==> src/pva_pkg.sv <==
// ----------------------------------------------------------------------------
// pva_pkg
// types, widths and cordic constants shared by the polar vector add/sub block
// ----------------------------------------------------------------------------
`default_nettype none

package pva_pkg;

  localparam int unsigned MAG_W      = 24;
  localparam int unsigned ANG_W      = 16;
  localparam int unsigned RMAG_W     = 25;
  localparam int unsigned GUARD      = 6;
  localparam int unsigned CW         = 33;
  localparam int unsigned ZR_W       = 33;
  localparam int unsigned SW         = 34;
  localparam int unsigned VW         = 35;
  localparam int unsigned ZV_W       = 34;
  localparam int unsigned AT_W       = 30;
  localparam int unsigned MAX_STAGES = 24;
  localparam int unsigned MAGC_W     = 33;
  localparam int unsigned LO_W       = 17;

  localparam logic [ANG_W-1:0] ANG_0   = 16'h0000;
  localparam logic [ANG_W-1:0] ANG_90  = 16'h4000;
  localparam logic [ANG_W-1:0] ANG_180 = 16'h8000;
  localparam logic [ANG_W-1:0] ANG_270 = 16'hC000;

  typedef struct packed {
    logic              opcode;
    logic [MAG_W-1:0]  magnitude_a;
    logic [ANG_W-1:0]  angle_a;
    logic [MAG_W-1:0]  magnitude_b;
    logic [ANG_W-1:0]  angle_b;
  } pva_in_t;

  typedef struct packed {
    logic [RMAG_W-1:0] result_magnitude;
    logic [ANG_W-1:0]  result_angle;
  } pva_out_t;

  typedef struct packed {
    logic                 opcode;
    logic signed [CW-1:0] xa;
    logic signed [CW-1:0] ya;
    logic signed [CW-1:0] xb;
    logic signed [CW-1:0] yb;
  } pva_rect_t;

  typedef struct packed {
    logic x_zero;
    logic y_zero;
    logic x_pos;
    logic y_pos;
  } pva_flags_t;

  typedef struct packed {
    logic signed [VW-1:0]   vx;
    logic signed [ZV_W-1:0] z;
    pva_flags_t             flags;
  } pva_polar_t;

  function automatic logic [AT_W-1:0] pva_atan(input int unsigned i);
    logic [AT_W-1:0] r;
    case (i)
      0:       r = 30'd536870912;
      1:       r = 30'd316933406;
      2:       r = 30'd167458907;
      3:       r = 30'd85004756;
      4:       r = 30'd42667331;
      5:       r = 30'd21354465;
      6:       r = 30'd10680862;
      7:       r = 30'd5340245;
      8:       r = 30'd2670163;
      9:       r = 30'd1335087;
      10:      r = 30'd667544;
      11:      r = 30'd333772;
      12:      r = 30'd166886;
      13:      r = 30'd83443;
      14:      r = 30'd41721;
      15:      r = 30'd20860;
      16:      r = 30'd10430;
      17:      r = 30'd5215;
      18:      r = 30'd2607;
      19:      r = 30'd1303;
      20:      r = 30'd651;
      21:      r = 30'd325;
      22:      r = 30'd162;
      23:      r = 30'd81;
      default: r = '0;
    endcase
    return r;
  endfunction

  // combined gain of two n-stage cordic passes, q2.30
  function automatic logic [63:0] pva_gain(input int unsigned n);
    logic [63:0] g;
    g = 64'd1 << 30;
    for (int unsigned i = 0; i < n; i++) begin
      g = g + (g >> (2 * i));
    end
    return g;
  endfunction

endpackage

`default_nettype wire

==> src/pva_scale.sv <==
// ----------------------------------------------------------------------------
// pva_scale
// gain correction by split multiply, rounding, saturation and angle select
// ----------------------------------------------------------------------------
`default_nettype none

module pva_scale import pva_pkg::*; #(
  parameter int unsigned STAGES = 16
) (
  input  wire logic        clk_i,
  input  wire logic        rst_ni,
  input  wire logic        in_valid_i,
  output logic             in_ready_o,
  input  wire pva_polar_t  in_data_i,
  output logic             out_valid_o,
  input  wire logic        out_ready_i,
  output pva_out_t         out_data_o
);

  localparam logic [63:0] GAIN = pva_gain(STAGES);
  localparam logic [31:0] INV  = 32'((64'd1 << 62) / GAIN);
  localparam int unsigned HI_W = MAGC_W - LO_W;
  localparam int unsigned FW   = MAGC_W + 33;

  logic [1:0] v_q;
  logic [2:0] rdy;

  logic [LO_W+31:0]   lo_q;
  logic [HI_W+31:0]   hi_q;
  logic [ANG_W-1:0]   ang_q;
  pva_out_t           res_q;

  logic [MAGC_W-1:0]  mag;
  logic [ZV_W-1:0]    zr;
  logic [ANG_W-1:0]   ang_d;
  logic [FW-1:0]      full;
  logic [FW-39:0]     rnd;
  logic [RMAG_W-1:0]  mag_d;

  assign rdy[2]     = out_ready_i;
  assign rdy[1]     = !v_q[1] || rdy[2];
  assign rdy[0]     = !v_q[0] || rdy[1];
  assign in_ready_o = rdy[0];

  assign mag = in_data_i.vx[VW-1] ? '0 : in_data_i.vx[MAGC_W-1:0];
  assign zr  = in_data_i.z + ZV_W'(16'h8000);

  always_comb begin
    if (in_data_i.flags.x_zero && in_data_i.flags.y_zero) begin
      ang_d = ANG_0;
    end else if (in_data_i.flags.x_zero) begin
      ang_d = in_data_i.flags.y_pos ? ANG_90 : ANG_270;
    end else if (in_data_i.flags.y_zero) begin
      ang_d = in_data_i.flags.x_pos ? ANG_0 : ANG_180;
    end else begin
      ang_d = zr[31:16];
    end
  end

  assign full  = {hi_q, {LO_W{1'b0}}} + FW'(lo_q) + (FW'(1) << 37);
  assign rnd   = full[FW-1:38];
  assign mag_d = (rnd > FW'(2 ** RMAG_W - 1)) ? {RMAG_W{1'b1}} : rnd[RMAG_W-1:0];

  always_ff @(posedge clk_i or negedge rst_ni) begin
    if (!rst_ni) begin
      v_q <= '0;
    end else begin
      if (rdy[0]) begin
        v_q[0] <= in_valid_i;
      end
      if (rdy[1]) begin
        v_q[1] <= v_q[0];
      end
    end
  end

  always_ff @(posedge clk_i) begin
    if (rdy[0] && in_valid_i) begin
      lo_q  <= mag[LO_W-1:0] * INV;
      hi_q  <= mag[MAGC_W-1:LO_W] * INV;
      ang_q <= ang_d;
    end
    if (rdy[1] && v_q[0]) begin
      res_q.result_magnitude <= mag_d;
      res_q.result_angle     <= ang_q;
    end
  end

  assign out_valid_o = v_q[1];
  assign out_data_o  = res_q;

endmodule

`default_nettype wire
==> config.mk <==
export PLATFORM = sky130hd
export DESIGN_NAME = pva_scale
export DESIGN_NICKNAME = d
export VERILOG_FILES = /design/src/pva_pkg.sv /design/src/pva_scale.sv
export SDC_FILE = /design/constraint.sdc
export NUM_CORES = 1
export LEC_CHECK = 0
export BUFFER_PORTS_ARGS = -buffer_cell sky130_fd_sc_hd__buf_2
export CAP_MARGIN = 15
export CORE_MARGIN = 10
export CORE_UTILIZATION = 45
export DETAILED_ROUTE_END_ITERATION = 12
export HOLD_SLACK_MARGIN = 0.02
export PLACE_DENSITY = 0.67
export SYNTH_ARGS = -nofsm -noshare
export SYNTH_HDL_FRONTEND = slang
export SYNTH_SLANG_ARGS = --single-unit
==> constraint.sdc <==
create_clock -name clk_i -period 4.4 [get_ports clk_i]
set_clock_uncertainty 0.05 [all_clocks]
set_input_delay 0.22 -clock clk_i [delete_from_list [all_inputs] [get_ports clk_i]]
set_output_delay 0.22 -clock clk_i [all_outputs]
set_load 0.01 [all_outputs]
==> flow_metrics.env <==
export IMPL_crit_required_ns=4.56
export IMPL_cts_htree_levels=4
export IMPL_finalSetupTns_ns=-68.62
export IMPL_io_buffers=101
export IMPL_vias=18900
export IMPL_cts_inserted_buffers=17
export IMPL_drv_cap=0
export IMPL_grt_pass1_vias=20378
export IMPL_setup_ws_ns=-1.437
export IMPL_relSlewSlack_pct=34.04
export IMPL_async_flop_share_pct=1.460
export IMPL_crit_fanout=4
export IMPL_grt_pass1_wl_microns=114500
export IMPL_clockRootBuffer="clkbuf_16"
export IMPL_io_pins=120
export IMPL_globalplace_congestion=0.9961
export IMPL_die_h_microns=248.4
export IMPL_violations="negative setup slack"
export IMPL_dr_pass1_iters=6
export IMPL_rows=83
export IMPL_wirelength_microns=75060
export IMPL_synthSimpleGateAreaFrac_pct=7.507
export IMPL_post_dp_hpwl_microns=61690
export IMPL_grt_usage_pct=24.19
export IMPL_cts_sinks=137
export IMPL_cts_tree="built"
export IMPL_status="finished, violations left"
export IMPL_whs_ns=0.03876
export IMPL_wire_per_inst_microns=20.18
export IMPL_synthesis_instances=2318
export IMPL_path_clk_slew_ns=0.07
export IMPL_drc=0
export IMPL_setup_viol=67
export IMPL_ys_seq_area_share_pct=17.49
export IMPL_cp_end_kind="flip-flop"
export IMPL_worstHoldPathType="input port to asynchronous set/reset pin"
export IMPL_yosysTopAreaCellShare_pct=29.60
export IMPL_via_per_inst=5.082
export IMPL_syn_avg_cell_area_sq_um=10.12
export IMPL_final_nets=3867
export IMPL_layout_common_cells="inv_1, buf_4, ha_1"
export IMPL_synth_fa_ha_area_share_pct=51.84
export IMPL_tightest_slew_ns=0.9893
export IMPL_die_w_microns=248.4
export IMPL_drt_iter0_drc=1065
export IMPL_rsz0062_at_grt="true"
export IMPL_grt_ovfl_total=0
export IMPL_area_growth_pct=40.59
export IMPL_clk_latency_ns=0.45
export IMPL_synth_edff_count=135
export IMPL_synth_top_family_by_area="adder cells"
export IMPL_antenna_found_initial=0
export IMPL_muxShareOfSynthArea_pct=0.08531
export IMPL_yosys_warnings=0
export IMPL_dieArea_sq_um=61680
export IMPL_synth_xor_xnor_area_share_pct=4.330
export IMPL_synth_top_area_cell="fa_1"
export IMPL_synth_compound_gate_area_share_pct=8.531
export IMPL_critPathArrivalTime_ns=6.00
export IMPL_hold_viol=0
export IMPL_path_class="input port to flip-flop"
export IMPL_synth_cell_types=64
export IMPL_ys_seq_elements=137
export IMPL_synthTopCellsByArea="fa_1, ha_1, edfxtp_1, inv_1, a21oi_1"
export IMPL_nFillCells=4006
export IMPL_yosys_most_used_dff="edfxtp_1"
export IMPL_grt_max_degree=63
export IMPL_syn_nets=3159
export IMPL_startpoint_type="input port"
export IMPL_ant_nets=0
export IMPL_slew_violations=0
export IMPL_min_period_over_period_pct=132.7
export IMPL_start_util_pct=45.56
export IMPL_final_layout_size_suffix_gt1_share_pct=39.22
export IMPL_diodes=0
export IMPL_cts_buffer_depth=2
export IMPL_finalCriticalPeriod_ns=5.837
export IMPL_syn_area_sq_um=23470
export IMPL_fmax_mhz=171.3
export IMPL_layout_commonest_cell="inv_1"
export IMPL_coreArea_sq_um=51510
==> cells by family (layout without fill, tap and decap cells) <==
| logic type | Yosys count | count (layout) |
|---|---|---|
| buffers and inverters | 639 | 1360 |
| AND/OR/NAND/NOR | 350 | 350 |
| multiplexers | 2 | 2 |
| flip-flops | 137 | 137 |
| adder cells (fa/ha/maj) | 764 | 764 |
| XOR/XNOR | 116 | 116 |
| AO/OA/AOI/OAI | 310 | 310 |
==> per-layer routing <==
metal	vias up	part of all wire (%)	global-route usage [%]	wire length (microns)
li1	8897	-	-	-
met1	9375	45	33.08	33730
met2	532	47	39.74	35320
met3	96	5.7	3.824	4248
met4	0	2.3	5.650	1762
met5	-	0	0	0
==> final cells by class <==
| class | instances | area, sq um | area share, % |
|---|---|---|---|
| Clock buffer | 17 | 425.4 | 1.289 |
| Clock inverter | 15 | 132.6 | 0.4020 |
| Inverter | 615 | 2352 | 7.130 |
| Multi-Input combinational cell | 1542 | 19560 | 59.30 |
| Sequential cell | 137 | 4104 | 12.44 |
| Tap cell | 680 | 850.8 | 2.579 |
| Timing Repair Buffer | 713 | 5562 | 16.86 |
==> registers in the layout, indices dropped and copies added, names as in the netlist <==
name,cells
lo_q,31
ang_q,16
hi_q,47
v_q,2
out_data_o,41
==> synthesized netlist by cell type (3+ instances only) <==
cell / count
and3_1: 22
or2_2: 12
a221oi_1: 3
nor3_1: 20
edfxtp_1: 135
clkbuf_1: 24
nand2b_1: 29
and4_1: 3
a2111oi_0: 3
o21bai_1: 11
a21boi_0: 3
inv_1: 615
o21a_1: 10
xnor2_1: 64
nor2_1: 77
nand4_1: 18
o211ai_1: 3
a31oi_1: 10
o21ai_0: 58
and2_1: 10
ha_1: 417
nand3_1: 27
nor4_1: 3
o31ai_1: 5
or3_1: 6
a41oi_1: 8
nor3b_1: 5
a211oi_1: 10
nor2b_1: 29
a21o_1: 46
xor2_1: 52
a21oi_1: 112
nand2_1: 82
fa_1: 347
==> per-stage QoR <==
| step | setup WS (ns) | utilization (%) | std cells | area (sq um) |
|---|---|---|---|---|
| CTS | -1.363 | 62.21 | 3683 | 32050 |
| floorplan | -1.565 | - | 2318 | 24110 |
| finish | -1.437 | 64.05 | 3719 | 32990 |
| global placement | -2.108 | 56.40 | 3573 | 29050 |
| detailed placement | -2.076 | 56.40 | 3573 | 29050 |
| global route | -1.627 | 64.05 | 3719 | 32990 |
==> path summary, 6_finish.rpt <==
path	start	end	slack, ns	cells past startpoint
setup / recovery	in_data_i[72]	lo_q[45]	-1.44	27
hold / removal	rst_ni	v_q[1]	0.04	2
setup reg to reg	lo_q[38]	out_data_o[26]	0.59	12
hold reg to reg	ang_q[15]	out_data_o[15]	0.37	0
max in group asynchronous	rst_ni	v_q[0]	4.17	2
min in group clk_i	in_data_i[3]	ang_q[14]	0.09	3
==> critical path, cell delays in order <==
cell	delay (ns)
buf_12	0.10
buf_12	0.12
buf_12	0.11
nand2b_4	0.14
inv_4	0.04
buf_6	0.12
fa_1	0.58
buf_4	0.12
inv_2	0.03
fa_1	0.49
inv_2	0.05
fa_1	0.50
inv_2	0.05
fa_1	0.52
fa_1	0.53
fa_1	0.53
inv_2	0.05
ha_4	0.28
nand2_4	0.06
o211ai_1	0.23
o2111ai_2	0.14
a21oi_2	0.18
or3b_4	0.17
o41ai_4	0.09
o21ai_2	0.26
a41oi_2	0.14
xnor2_1	0.15
==> timing repair <==
item,4_1_cts,5_1_grt
hold buffers,4,0
buffers inserted,84,46
pin swaps,242,148
endpoints found under the hold margin,5,0
cloned,2,0
gates resized for setup,386,163
setup endpoints to repair,69,68
Power is left out: the tool's default activity adds up to more than one toggle a clock period on the data nets, which glitch-free logic cannot reach.
